[src/rtl/postfix_stack_evaluator_assert.svh]
// assertion helpers for the postfix evaluator
`ifndef POSTFIX_STACK_EVALUATOR_ASSERT_SVH
`define POSTFIX_STACK_EVALUATOR_ASSERT_SVH

// same-cycle implication, sampled on clk, off while arst_n is low
`define PSE_ASSERT_IMP(lbl, ante, cons) \
	lbl: assert property (@(posedge clk) disable iff (!arst_n) (ante) |-> (cons)) \
		else $error("pse: check failed");

// next-cycle implication
`define PSE_ASSERT_NXT(lbl, ante, cons) \
	lbl: assert property (@(posedge clk) disable iff (!arst_n) (ante) |=> (cons)) \
		else $error("pse: check failed");

`endif

[src/rtl/pse_ram.sv]
`default_nettype none

module pse_ram #(
	parameter int WIDTH = 48,
	parameter int DEPTH = 64,
	localparam int AW = $clog2(DEPTH)
) (
	input  logic             clk,
	input  logic             wr_en,
	input  logic [AW-1:0]    wr_addr,
	input  logic [WIDTH-1:0] wr_data,
	input  logic             rd_en,
	input  logic [AW-1:0]    rd_addr,
	output logic [WIDTH-1:0] rd_data
);

	logic [WIDTH-1:0] mem_q [DEPTH];
	logic [WIDTH-1:0] rd_q;

	always_ff @(posedge clk) begin
		if (wr_en) begin
			mem_q[wr_addr] <= wr_data;
		end
		if (rd_en) begin
			rd_q <= mem_q[rd_addr];
		end
	end

	assign rd_data = rd_q;

endmodule

`default_nettype wire

[config.mk]
export PLATFORM = sky130hd
export DESIGN_NAME = pse_ram
export DESIGN_NICKNAME = d
export VERILOG_FILES = /design/src/rtl/postfix_stack_evaluator_assert.svh /design/src/rtl/pse_ram.sv
export SDC_FILE = /design/constraint.sdc
export NUM_CORES = 2
export LEC_CHECK = 0
export BUFFER_PORTS_ARGS = -buffer_cell sky130_fd_sc_hd__buf_2
export CAP_MARGIN = 10
export CORE_UTILIZATION = 65
export DETAILED_ROUTE_END_ITERATION = 8
export PLACE_DENSITY = 0.86
export SLEW_MARGIN = 40
export SYNTH_ARGS = -nofsm -noshare
export SYNTH_HDL_FRONTEND = slang
export SYNTH_SLANG_ARGS = --single-unit
export TNS_END_PERCENT = 50
[constraint.sdc]
create_clock -name clk -period 11.3 [get_ports clk]
set_input_delay 2.26 -clock clk [delete_from_list [all_inputs] [get_ports clk]]
set_output_delay 2.26 -clock clk [all_outputs]
set_load 0.1 [all_outputs]
==> impl_metrics.json <==
{
  "seq_power_share_pct": 53.4,
  "die_y_um": 427,
  "clock_latency_ns": 0.97,
  "end_kind": "flop",
  "rsz0062_at_grt": "false",
  "internal_power_uw": 18700,
  "dieArea_sq_um": 183000,
  "core-area_sq_um": 179000,
  "yosys_warnings": 0,
  "post_cts_buffers": 0,
  "cts_buffers": 305,
  "drt_iter0_markers": 13400,
  "syn-num-nets": 5033,
  "setup_viol": 0,
  "worstPathArrival_ns": 5.80,
  "fin_tns_setup_ns": 0,
  "critPathMaxFanout": 70,
  "netlist_area_sq_um": 118000,
  "setup_ws_ns": 6.16,
  "place_hpwl_mm": 182,
  "p_comb_share_pct": 5.4,
  "via_per_inst": 8.18,
  "die_width_um": 427,
  "grt_max_degree": 131,
  "ys_seq_area_share_pct": 79.7,
  "fin_crit_ns": 5.14,
  "area_delta_synth_final_pct": 12.1,
  "placed_cell_area_sq_um": 122000,
  "syn_area_per_cell_sq_um": 23.7,
  "antenna_found_initial": 39,
  "p_leak_uw": 0.0409,
  "cts_hold_buf": 0,
  "postSynthCellCount": 4970,
  "final_hold_viol_count": 0,
  "finalMaxSlewViolations": 0,
  "path_class": "in2reg",
  "critical_path_required_ns": 11.96,
  "p_sw_share_pct": 22.6,
  "place_inst": 7319,
  "clk_pin_slew_ns": 0.07,
  "worst_slew_pin_slew_ns": 0.983,
  "nets": 5350,
  "min_period_over_period_pct": 45.5,
  "cts.repair.resized": 0,
  "outcome": "finished clean",
  "wl_per_cell_um": 49.2,
  "initial_utilization_pct": 65.7,
  "relSlewSlack_pct": 34.5,
  "ant_nets": 0,
  "port_buffers": 110,
  "final_cell_count_no_fill": 7886,
  "finalPower_uw": 24200,
  "drcViolationCount": 0,
  "pre_cts_ws_ns": 5.35,
  "cts_max_path_buffers": 4,
  "wl_mm": 388,
  "crit_path_start_kind": "input port",
  "grt-ovfl-total": 0,
  "grt_pass1_vias": 65200,
  "drive_gt1_share_pct": 28.2,
  "rows": 155,
  "fillerInstances": 8409,
  "tritoncts": "done",
  "ctsRootBufferMaster": "clkbuf_16",
  "p_sw_uw": 5460,
  "via_count": 64500,
  "grt_pass1_wl_mm": 523,
  "dr.pass1.iters": 9,
  "synth_cell_types": 35,
  "ios": 111,
  "grt_usage_pct": 43.1,
  "synth.ff_latch_count": 3120,
  "cts_sinks": 3120,
  "hp-class": "reg2reg",
  "htree_num_levels": 5,
  "clkPwrFrac_pct": 41.2,
  "fin_skew_ns": 0.0757,
  "powerDensity_nw_per_um2": 183,
  "cap_violations": 0,
  "ir_drop_v": 0.000182,
  "gp_congestion": 0.855,
  "final_area_sq_um": 132000,
  "fmax_mhz": 194
}
==> worst paths after layout <==
kind / startpoint / end / slack [ns] / cells past startpoint
max: rd_addr[1] / rd_data[7] / 6.16 / 9
min: mem_q[60][14] / rd_data[14] / 0.95 / 5
max reg2reg: mem_q[37][22] / rd_data[22] / 8.65 / 5
min reg2reg: mem_q[60][14] / rd_data[14] / 0.95 / 5
==> logic make-up after synthesis <==
family / count (synthesis) / synth area share [%]
DFF: 3120 / 79.7
muxes: 829 / 15.1
AOI/OAI and AO/OA: 486 / 3.01
buffers and inverters: 282 / 1.27
and+or+nand+nor: 253 / 0.953
==> registers in the layout, summed over array words and instances (netlist names) <==
signal and flops:
mem_q 3072, rd_data 48
==> area by class of cell <==
type	count	area, sq um	area share (%)
sequential	3120	93700	71.1
multi-input combinational	1568	23000	17.4
clock buffer	383	8100	6.14
tap	2355	2950	2.24
timing repair buffer	292	2860	2.17
clock inverter	138	1130	0.859
antenna	30	75.1	0.0570
==> power by group through the flow <==
stage	combinational, uW	sequential (uW)	clock [uW]
after floorplan	612	13200	0
after global placement	1140	13100	0
after detailed placement	1200	13100	0
after CTS	1260	12900	9890
after global routing	1320	12900	10300
final	1310	12900	9960
==> metrics by stage <==
stage	utilization, %	hold slack (ns)
after floorplan	-	0.787
after global placement	67.8	0.817
after detailed placement	68.2	0.900
after CTS	73.3	0.944
after global routing	73.6	0.997
final	73.6	0.954
==> worst max-delay path, stage by stage <==
cell     delay, ns
buf_8         0.37
buf_4         0.58
buf_4         0.61
buf_6         0.65
mux4_2        0.42
a22oi_1       0.23
nand2_1       0.12
o22ai_1       0.26
nor2_1        0.12
==> synth_stat cells <==
cell	number	area [sq um]
a311o_1	1	10.0
mux2_2	12	135
nand4b_1	1	8.76
and3_1	1	6.26
o22ai_1	122	763
o221ai_1	28	245
nand2b_1	10	62.6
a311oi_1	11	96.3
buf_4	62	465
buf_6	11	124
a31oi_1	1	6.26
mux2i_1	63	631
a221oi_1	83	727
or2_2	3	18.8
clkbuf_1	98	368
or3_1	3	18.8
a22oi_1	72	541
edfxtp_1	3120	93700
nor2_1	132	495
and2_1	3	18.8
nand4_1	2	12.5
nand3b_1	5	37.5
nor3_1	3	15.0
a21oi_1	74	370
a22o_1	57	499
clkbuf_2	1	5.00
nand2_1	55	206
buf_2	98	490
nor2b_1	24	150
a31o_2	5	43.8
a211oi_1	32	240
mux4_2	754	17000
buf_1	12	45.0
nand3_1	7	35.0
or3b_2	4	35.0
==> cells in the final DEF (no fill, tap or decap), types with 57 or more instances in the layout <==
cell type	netlist	layout
edfxtp_1	3120	3120
mux4_2	754	754
clkbuf_16	0	314
buf_4	62	155
o22ai_1	122	122
a221oi_1	83	83
a21oi_1	74	74
a22oi_1	72	72
clkbuf_1	98	70
nor2_1	132	67
nor2_4	0	64
mux2i_1	63	63
buf_2	98	60
clkinv_1	0	59
a22o_1	57	57
==> routing by layer <==
layer | vias to the layer above | track usage [%] | part of all wire, % | wire length [um]
met5 | - | 0 | 0.054 | 209
met4 | 34 | 35.9 | 10 | 40100
met2 | 8020 | 65.3 | 46 | 178000
met3 | 2315 | 14.8 | 17 | 64500
met1 | 32000 | 50.0 | 27 | 105000
li1 | 22200 | - | - | -
Note: power is estimated with default switching activity, not from simulation.
