**src/rtl/postfix_stack_evaluator_assert.svh**
```systemverilog
// assertion helpers for the postfix evaluator
`ifndef POSTFIX_STACK_EVALUATOR_ASSERT_SVH
`define POSTFIX_STACK_EVALUATOR_ASSERT_SVH

// same-cycle implication, sampled on clk, off while arst_n is low
`define PSE_ASSERT_IMP(lbl, ante, cons) \
	lbl: assert property (@(posedge clk) disable iff (!arst_n) (ante) |-> (cons)) \
		else $error("pse: check failed");

// next-cycle implication
`define PSE_ASSERT_NXT(lbl, ante, cons) \
	lbl: assert property (@(posedge clk) disable iff (!arst_n) (ante) |=> (cons)) \
		else $error("pse: check failed");

`endif

```
**src/rtl/pse_pkg.sv**
```systemverilog
`default_nettype none

package pse_pkg;

	localparam int VAL_W     = 48;
	localparam int HALF_W    = VAL_W / 2;
	localparam int MAG_W     = 2 * VAL_W;
	localparam int MUL_STEPS = 4;

	localparam logic [1:0] KIND_PUSH = 2'd0;
	localparam logic [1:0] KIND_OPER = 2'd1;
	localparam logic [1:0] KIND_END  = 2'd2;

	localparam logic [1:0] OP_ADD = 2'd0;
	localparam logic [1:0] OP_SUB = 2'd1;
	localparam logic [1:0] OP_MUL = 2'd2;
	localparam logic [1:0] OP_DIV = 2'd3;

	localparam logic [2:0] ST_OK        = 3'd0;
	localparam logic [2:0] ST_MALFORMED = 3'd1;
	localparam logic [2:0] ST_LEFTOVER  = 3'd2;
	localparam logic [2:0] ST_OVERFLOW  = 3'd3;
	localparam logic [2:0] ST_DIVZERO   = 3'd4;

	localparam logic [VAL_W-1:0] VAL_MAX = {1'b0, {(VAL_W-1){1'b1}}};
	localparam logic [VAL_W-1:0] VAL_MIN = {1'b1, {(VAL_W-1){1'b0}}};

	typedef struct packed {
		logic       start;
		logic [1:0] op;
	} alu_req_t;

	typedef struct packed {
		logic done;
		logic dz;
	} alu_rsp_t;

endpackage

`default_nettype wire

```
**src/rtl/pse_alu.sv**
```systemverilog
`default_nettype none

module pse_alu #(
	parameter int FRAC_BITS = 16
) (
	input  logic                             clk,
	input  logic                             arst_n,
	input  pse_pkg::alu_req_t                req,
	input  logic signed [pse_pkg::VAL_W-1:0] a,
	input  logic signed [pse_pkg::VAL_W-1:0] b,
	output pse_pkg::alu_rsp_t                rsp,
	output logic signed [pse_pkg::VAL_W-1:0] r
);

	localparam int VW = pse_pkg::VAL_W;
	localparam int HW = pse_pkg::HALF_W;
	localparam int MW = pse_pkg::MAG_W;
	localparam int NW = VW + FRAC_BITS;
	localparam int CW = $clog2(NW + 1);

	typedef enum logic [3:0] {
		AL_IDLE = 4'b0001,
		AL_MUL  = 4'b0010,
		AL_DIV  = 4'b0100,
		AL_FIN  = 4'b1000
	} alu_state_t;

	function automatic logic [VW-1:0] mag_of(input logic [VW-1:0] x);
		mag_of = x[VW-1] ? (~x + 1'b1) : x;
	endfunction

	function automatic logic [VW-1:0] sat_mag(input logic neg, input logic [MW-1:0] m);
		logic [MW-1:0] lim;
		lim = neg ? (MW'(1) << (VW - 1)) : ((MW'(1) << (VW - 1)) - MW'(1));
		if (m > lim) begin
			sat_mag = neg ? pse_pkg::VAL_MIN : pse_pkg::VAL_MAX;
		end else begin
			sat_mag = neg ? (~m[VW-1:0] + 1'b1) : m[VW-1:0];
		end
	endfunction

	function automatic logic [VW-1:0] sat_sum(input logic [VW-1:0] x, input logic [VW-1:0] y,
		input logic sub);
		logic [VW:0] s;
		s = sub ? ({x[VW-1], x} - {y[VW-1], y}) : ({x[VW-1], x} + {y[VW-1], y});
		if (s[VW] != s[VW-1]) begin
			sat_sum = s[VW] ? pse_pkg::VAL_MIN : pse_pkg::VAL_MAX;
		end else begin
			sat_sum = s[VW-1:0];
		end
	endfunction

	alu_state_t        state_q;
	logic              done_q;
	logic              dz_q;
	logic [CW-1:0]     cnt_q;
	logic              pv_q;
	logic [1:0]        op_q;
	logic              neg_q;
	logic [VW-1:0]     ma_q;
	logic [VW-1:0]     mb_q;
	logic [2*HW-1:0]   prod_q;
	logic [1:0]        psel_q;
	logic [MW-1:0]     acc_q;
	logic [VW-1:0]     rem_q;
	logic [NW-1:0]     num_q;
	logic [VW-1:0]     r_q;

	logic [VW-1:0]     ma_c;
	logic [VW-1:0]     mb_c;
	logic              start_c;
	logic              dz_c;
	logic [HW-1:0]     pa_c;
	logic [HW-1:0]     pb_c;
	logic [VW:0]       trial_c;
	logic              ge_c;

	assign ma_c    = mag_of(a);
	assign mb_c    = mag_of(b);
	assign start_c = (state_q == AL_IDLE) && req.start;
	assign dz_c    = (req.op == pse_pkg::OP_DIV) && (mb_c == '0);

	// one 24x24 partial product per step
	assign pa_c = cnt_q[0] ? ma_q[VW-1:HW] : ma_q[HW-1:0];
	assign pb_c = cnt_q[1] ? mb_q[VW-1:HW] : mb_q[HW-1:0];

	// restoring divide, one quotient bit per step
	assign trial_c = {rem_q, num_q[NW-1]};
	assign ge_c    = trial_c >= {1'b0, mb_q};

	always_ff @(posedge clk or negedge arst_n) begin
		if (!arst_n) begin
			state_q <= AL_IDLE;
			done_q  <= 1'b0;
			dz_q    <= 1'b0;
			cnt_q   <= '0;
			pv_q    <= 1'b0;
		end else begin
			done_q <= 1'b0;
			unique case (state_q)
				AL_IDLE: begin
					if (req.start) begin
						dz_q  <= dz_c;
						cnt_q <= '0;
						pv_q  <= 1'b0;
						case (req.op) inside
							pse_pkg::OP_ADD, pse_pkg::OP_SUB: begin
								done_q <= 1'b1;
							end
							pse_pkg::OP_MUL: begin
								state_q <= AL_MUL;
							end
							default: begin
								state_q <= dz_c ? AL_FIN : AL_DIV;
							end
						endcase
					end
				end
				AL_MUL: begin
					cnt_q <= cnt_q + CW'(1);
					pv_q  <= cnt_q < CW'(pse_pkg::MUL_STEPS);
					if (cnt_q == CW'(pse_pkg::MUL_STEPS)) begin
						state_q <= AL_FIN;
					end
				end
				AL_DIV: begin
					cnt_q <= cnt_q + CW'(1);
					if (cnt_q == CW'(NW - 1)) begin
						state_q <= AL_FIN;
					end
				end
				AL_FIN: begin
					done_q  <= 1'b1;
					state_q <= AL_IDLE;
				end
				default: begin
					state_q <= AL_IDLE;
				end
			endcase
		end
	end

	always_ff @(posedge clk) begin
		if (start_c) begin
			op_q  <= req.op;
			neg_q <= dz_c ? a[VW-1] : (a[VW-1] ^ b[VW-1]);
			ma_q  <= ma_c;
			mb_q  <= mb_c;
			acc_q <= '0;
			rem_q <= '0;
			if (dz_c) begin
				// zero over zero gives 0, else saturate toward the dividend sign
				num_q <= (ma_c == '0) ? '0 : '1;
			end else begin
				num_q <= NW'(ma_c) << FRAC_BITS;
			end
			r_q <= sat_sum(a, b, req.op == pse_pkg::OP_SUB);
		end
		if ((state_q == AL_MUL) && (cnt_q < CW'(pse_pkg::MUL_STEPS))) begin
			prod_q <= pa_c * pb_c;
			psel_q <= cnt_q[1:0];
		end
		if (pv_q) begin
			acc_q <= acc_q + (MW'(prod_q) << ((psel_q[0] ? HW : 0) + (psel_q[1] ? HW : 0)));
		end
		if (state_q == AL_DIV) begin
			rem_q <= ge_c ? VW'(trial_c - {1'b0, mb_q}) : trial_c[VW-1:0];
			num_q <= {num_q[NW-2:0], ge_c};
		end
		if (state_q == AL_FIN) begin
			r_q <= sat_mag(neg_q, (op_q == pse_pkg::OP_MUL) ? (acc_q >> FRAC_BITS) : MW'(num_q));
		end
	end

	assign rsp.done = done_q;
	assign rsp.dz   = dz_q;
	assign r        = r_q;

endmodule

`default_nettype wire

```
**config.mk**
```make
export PLATFORM = sky130hd
export DESIGN_NAME = pse_alu
export DESIGN_NICKNAME = d
export VERILOG_FILES = /design/src/rtl/postfix_stack_evaluator_assert.svh /design/src/rtl/pse_pkg.sv /design/src/rtl/pse_alu.sv
export SDC_FILE = /design/constraint.sdc
export NUM_CORES = 2
export LEC_CHECK = 0
export BUFFER_PORTS_ARGS = -buffer_cell sky130_fd_sc_hd__clkbuf_2
export CORE_MARGIN = 5
export CORE_UTILIZATION = 55
export DETAILED_ROUTE_END_ITERATION = 6
export PLACE_DENSITY_LB_ADDON = 0.3
export SLEW_MARGIN = 30
export SYNTH_ARGS = -nofsm -noshare
export SYNTH_HDL_FRONTEND = slang
export SYNTH_SLANG_ARGS = --single-unit
```
**constraint.sdc**
```tcl
create_clock -name clk -period 8.79 [get_ports clk]
set_input_delay 1.758 -clock clk [delete_from_list [all_inputs] [get_ports clk]]
set_output_delay 1.758 -clock clk [all_outputs]
set_load 0.01 [all_outputs]
```
==> reports/metrics.csv <==
stage;metric;value;unit
global_routing;number_of_antenna_violations_at_the_first_check_in_global_routing;23;
drt;postRouteWirelength;190;mm
cts;clkSinkCount;419;
cts;total_cts_buffers;51;
yosys;synth_area_leader_cell;sky130_fd_sc_hd__edfxtp_1;
drt;routed_wire_length_per_instance;24.1;um
global_routing;first_global_vias;48219;
final_layout;layout-area-overhead-vs-synth;7.27;%
timing;min_hold_slack;0.524;ns
global_routing;grt_pass1_wl;287;mm
drt;pre_antenna_drt_iters;7;
timing;skew;0.0252;ns
yosys;syn_nets;7541;
die;die_h;327;um
timing;worst-slew-pin-transition;0.993;ns
status;violations;DRC;
timing;setup_total_negative_slack;0;ns
worst_setup_path;reg2reg_depth;27;
drt;routed-via-count;49589;
drt;iteration_0_drc_markers;6279;
final_layout;final_area;59300;um2
yosys;ys_seq_area_share;22.6;%
cts;worstSkewPairLatency;0.64;ns
flow_run;drv.max_cap_violation_count;0;
worst_setup_path;cp.arrival;8.86;ns
timing;unrepaired_setup_endpoints_after_global_routing;false;
status;status;finished, violations left;
yosys;synth_enable_flop_cells;405;
die;initial_core_util;55.3;%
placed_design;hpwlAfterDp;154;mm
timing;number_of_endpoints_failing_setup_at_the_final_stage;0;
yosys;ys_top_cells_by_area;sky130_fd_sc_hd__edfxtp_1 (22%), sky130_fd_sc_hd__fa_1 (18%), sky130_fd_sc_hd__ha_1 (9.5%);
yosys;synth_cell_type_count;87;
yosys;ys_seq_elements;419;
worst_hold_path;hold_path.class;reg -> reg;
die;fp.coreArea;100000;um2
worst_setup_path;critPathCaptureType;flip-flop;
yosys;ys_dominant_reg_cell;sky130_fd_sc_hd__edfxtp_1;
placed_design;io_buffer_count;150;
die;chipWidth;327;um
placed_design;area_after_dpl;57500;um2
worst_setup_path;worst_setup_path_start_kind;flip-flop;
yosys;mappedNetlistArea;55300;um2
yosys;synth.top_cell.area_share;22.0;%
global_routing;groute.usage.overall;34.6;%
die;io-pin-count;151;
timing;max_freq;118;MHz
final_layout;layout-drive-gt1-share;7.30;%
cts;ctsHtreeMaxLevel;2;
timing;finalCriticalPeriod;8.48;ns
die;core.rowCount;116;
cts;cts-root-buf;sky130_fd_sc_hd__clkbuf_16;
timing;timing.final.hold_violations;0;
drt;post_drt_via_cell_ratio;6.29;
placed_design;place_congestion;1.04;
yosys;synth.avg_cell_area;8.47;um2
timing;timing.max_slew.rel_slack;33.2;%
final_layout;finalCoreUtilization;59.3;%
worst_setup_path;worstPathRequired;9.16;ns
worst_setup_path;worst-setup-path-type;reg -> reg;
cts;cts_max_path_buffers;3;
drt;route.antenna.remaining_nets;0;
cts;clock_tree_from_tritoncts;done;
yosys;postSynthCellCount;6533;
final_layout;num-nets-final;7533;
cts;holdBufCountCts;0;
timing;final_period_utilization;96.5;%
yosys;async_flop_share;3.34;%
die;floorplan.die_area;107000;um2
timing;timing_max_transition_violations_final;0;
yosys;synthesis.yosys.warnings;0;
global_routing;overflow;0;
worst_hold_path;worst_hold_path.num_cells;1;
global_routing;grt_max_degree;102;
worst_setup_path;path_max_fanout;49;
drt;remaining_drc_errors;25;
cts;clk_pin_slew_worst_paths;0.06;ns
[routing by layer]
layer	vias to the layer above	global-route usage, %	wire (um)
met5	-	0	29
met4	4	16.6	10900
met3	548	8.00	20900
met2	2867	53.3	83100
met1	23843	46.5	75300
li1	22327	-	-
[cells in the final DEF, fill, tap and decap left out, drive strengths merged, types with 102 or more instances in the layout]
| cell type | n |
|---|---|
| a21o | 162 |
| a21oi | 376 |
| buf | 142 |
| clkbuf | 220 |
| edfxtp | 405 |
| fa | 485 |
| ha | 422 |
| inv | 728 |
| mux2i | 172 |
| nand2 | 807 |
| nand3 | 108 |
| nand4 | 102 |
| nor2 | 740 |
| o21ai | 296 |
| xnor2 | 220 |
| xor2 | 138 |
[cell usage after synthesis, drive strengths merged (41+ instances only)]
cell type	count
o21ai	296
ha	422
nand3	108
nor4	55
xnor2	220
mux2i	172
o21bai	55
nor2	740
or3	41
and2	56
a21o	162
and3	41
a21oi	376
edfxtp	405
inv	726
nand2	807
o31ai	96
clkbuf	312
nand4	102
buf	41
fa	485
nor3	97
xor2	138
nand2b	49
[flip-flops by register name (all words and copies together) (netlist names), 4 cells and up]
| register | flops |
|---|---|
| acc_q | 96 |
| cnt_q | 7 |
| ma_q | 48 |
| mb_q | 48 |
| num_q | 64 |
| prod_q | 48 |
| r | 48 |
| rem_q | 48 |
| state_q | 4 |
[critical path, stage by stage (launching register included)]
cell and delay, ns:
sky130_fd_sc_hd__dfrtp_2 0.41, sky130_fd_sc_hd__buf_12 0.23, sky130_fd_sc_hd__mux2i_2 0.54, sky130_fd_sc_hd__buf_4 0.36
sky130_fd_sc_hd__nor2_1 0.09, sky130_fd_sc_hd__fa_1 0.47, sky130_fd_sc_hd__fa_1 0.50, sky130_fd_sc_hd__inv_1 0.05
sky130_fd_sc_hd__fa_1 0.49, sky130_fd_sc_hd__inv_1 0.06, sky130_fd_sc_hd__fa_1 0.42, sky130_fd_sc_hd__fa_1 0.51
sky130_fd_sc_hd__fa_1 0.49, sky130_fd_sc_hd__inv_1 0.05, sky130_fd_sc_hd__fa_1 0.53, sky130_fd_sc_hd__inv_1 0.04
sky130_fd_sc_hd__ha_1 0.37, sky130_fd_sc_hd__a21o_1 0.19, sky130_fd_sc_hd__a21o_1 0.17, sky130_fd_sc_hd__a21o_1 0.18
sky130_fd_sc_hd__a22oi_1 0.25, sky130_fd_sc_hd__a2111oi_0 0.15, sky130_fd_sc_hd__or3b_2 0.51, sky130_fd_sc_hd__a41o_1 0.36
sky130_fd_sc_hd__o21a_1 0.21, sky130_fd_sc_hd__o21ai_0 0.19, sky130_fd_sc_hd__nor2b_1 0.24, sky130_fd_sc_hd__o211ai_1 0.12
[logic make-up after synthesis]
kind of cell,share of synthesized area [%]
AOI/OAI and AO/OA,15.3
muxes,3.93
DFF,22.6
adders and majority gates,27.1
buffers and inverters,7.46
xor gates and xnor gates,5.68
and+or+nand+nor,17.9
[through the flow]
stage                     std cells  setup WS, ns
after floorplan                6533         0.418
after global placement         7761         0.239
after detailed placement       7763         0.124
after CTS                      7857         0.109
after global routing           7876       0.00528
final                          7882         0.306
[path summary, 6_finish.rpt]
| path | from | endpoint | slack, ns |
|---|---|---|---|
| worst min register to register | cnt_q[5] | cnt_q[5] | 0.52 |
| worst max-delay path | cnt_q[1] | prod_q[44] | 0.31 |
| worst max register to register | cnt_q[1] | prod_q[44] | 0.31 |
| min in group asynchronous | arst_n | done_q | 1.08 |
| max in group asynchronous | arst_n | cnt_q[0] | 7.32 |
| worst min-delay path | cnt_q[5] | cnt_q[5] | 0.52 |
[area by class of cell]
| type | count | area [um2] |
|---|---|---|
| multi-input combinational | 5033 | 38800 |
| clock buffer | 70 | 1430 |
| timing repair buffer | 292 | 1930 |
| clock inverter | 24 | 255 |
| fill | 8852 | 40700 |
| antenna | 18 | 45.0 |
| inverter | 728 | 2740 |
| sequential | 419 | 12500 |
| tap | 1298 | 1620 |
[timing repair]
item                                    CTS  global route
endpoints found under the setup margin    0             9
buffers inserted                          0             6
gates resized for setup                   0             6
Power is not shown: default switching activity piles up to over one toggle a cycle in this logic, so the estimate is an artifact.
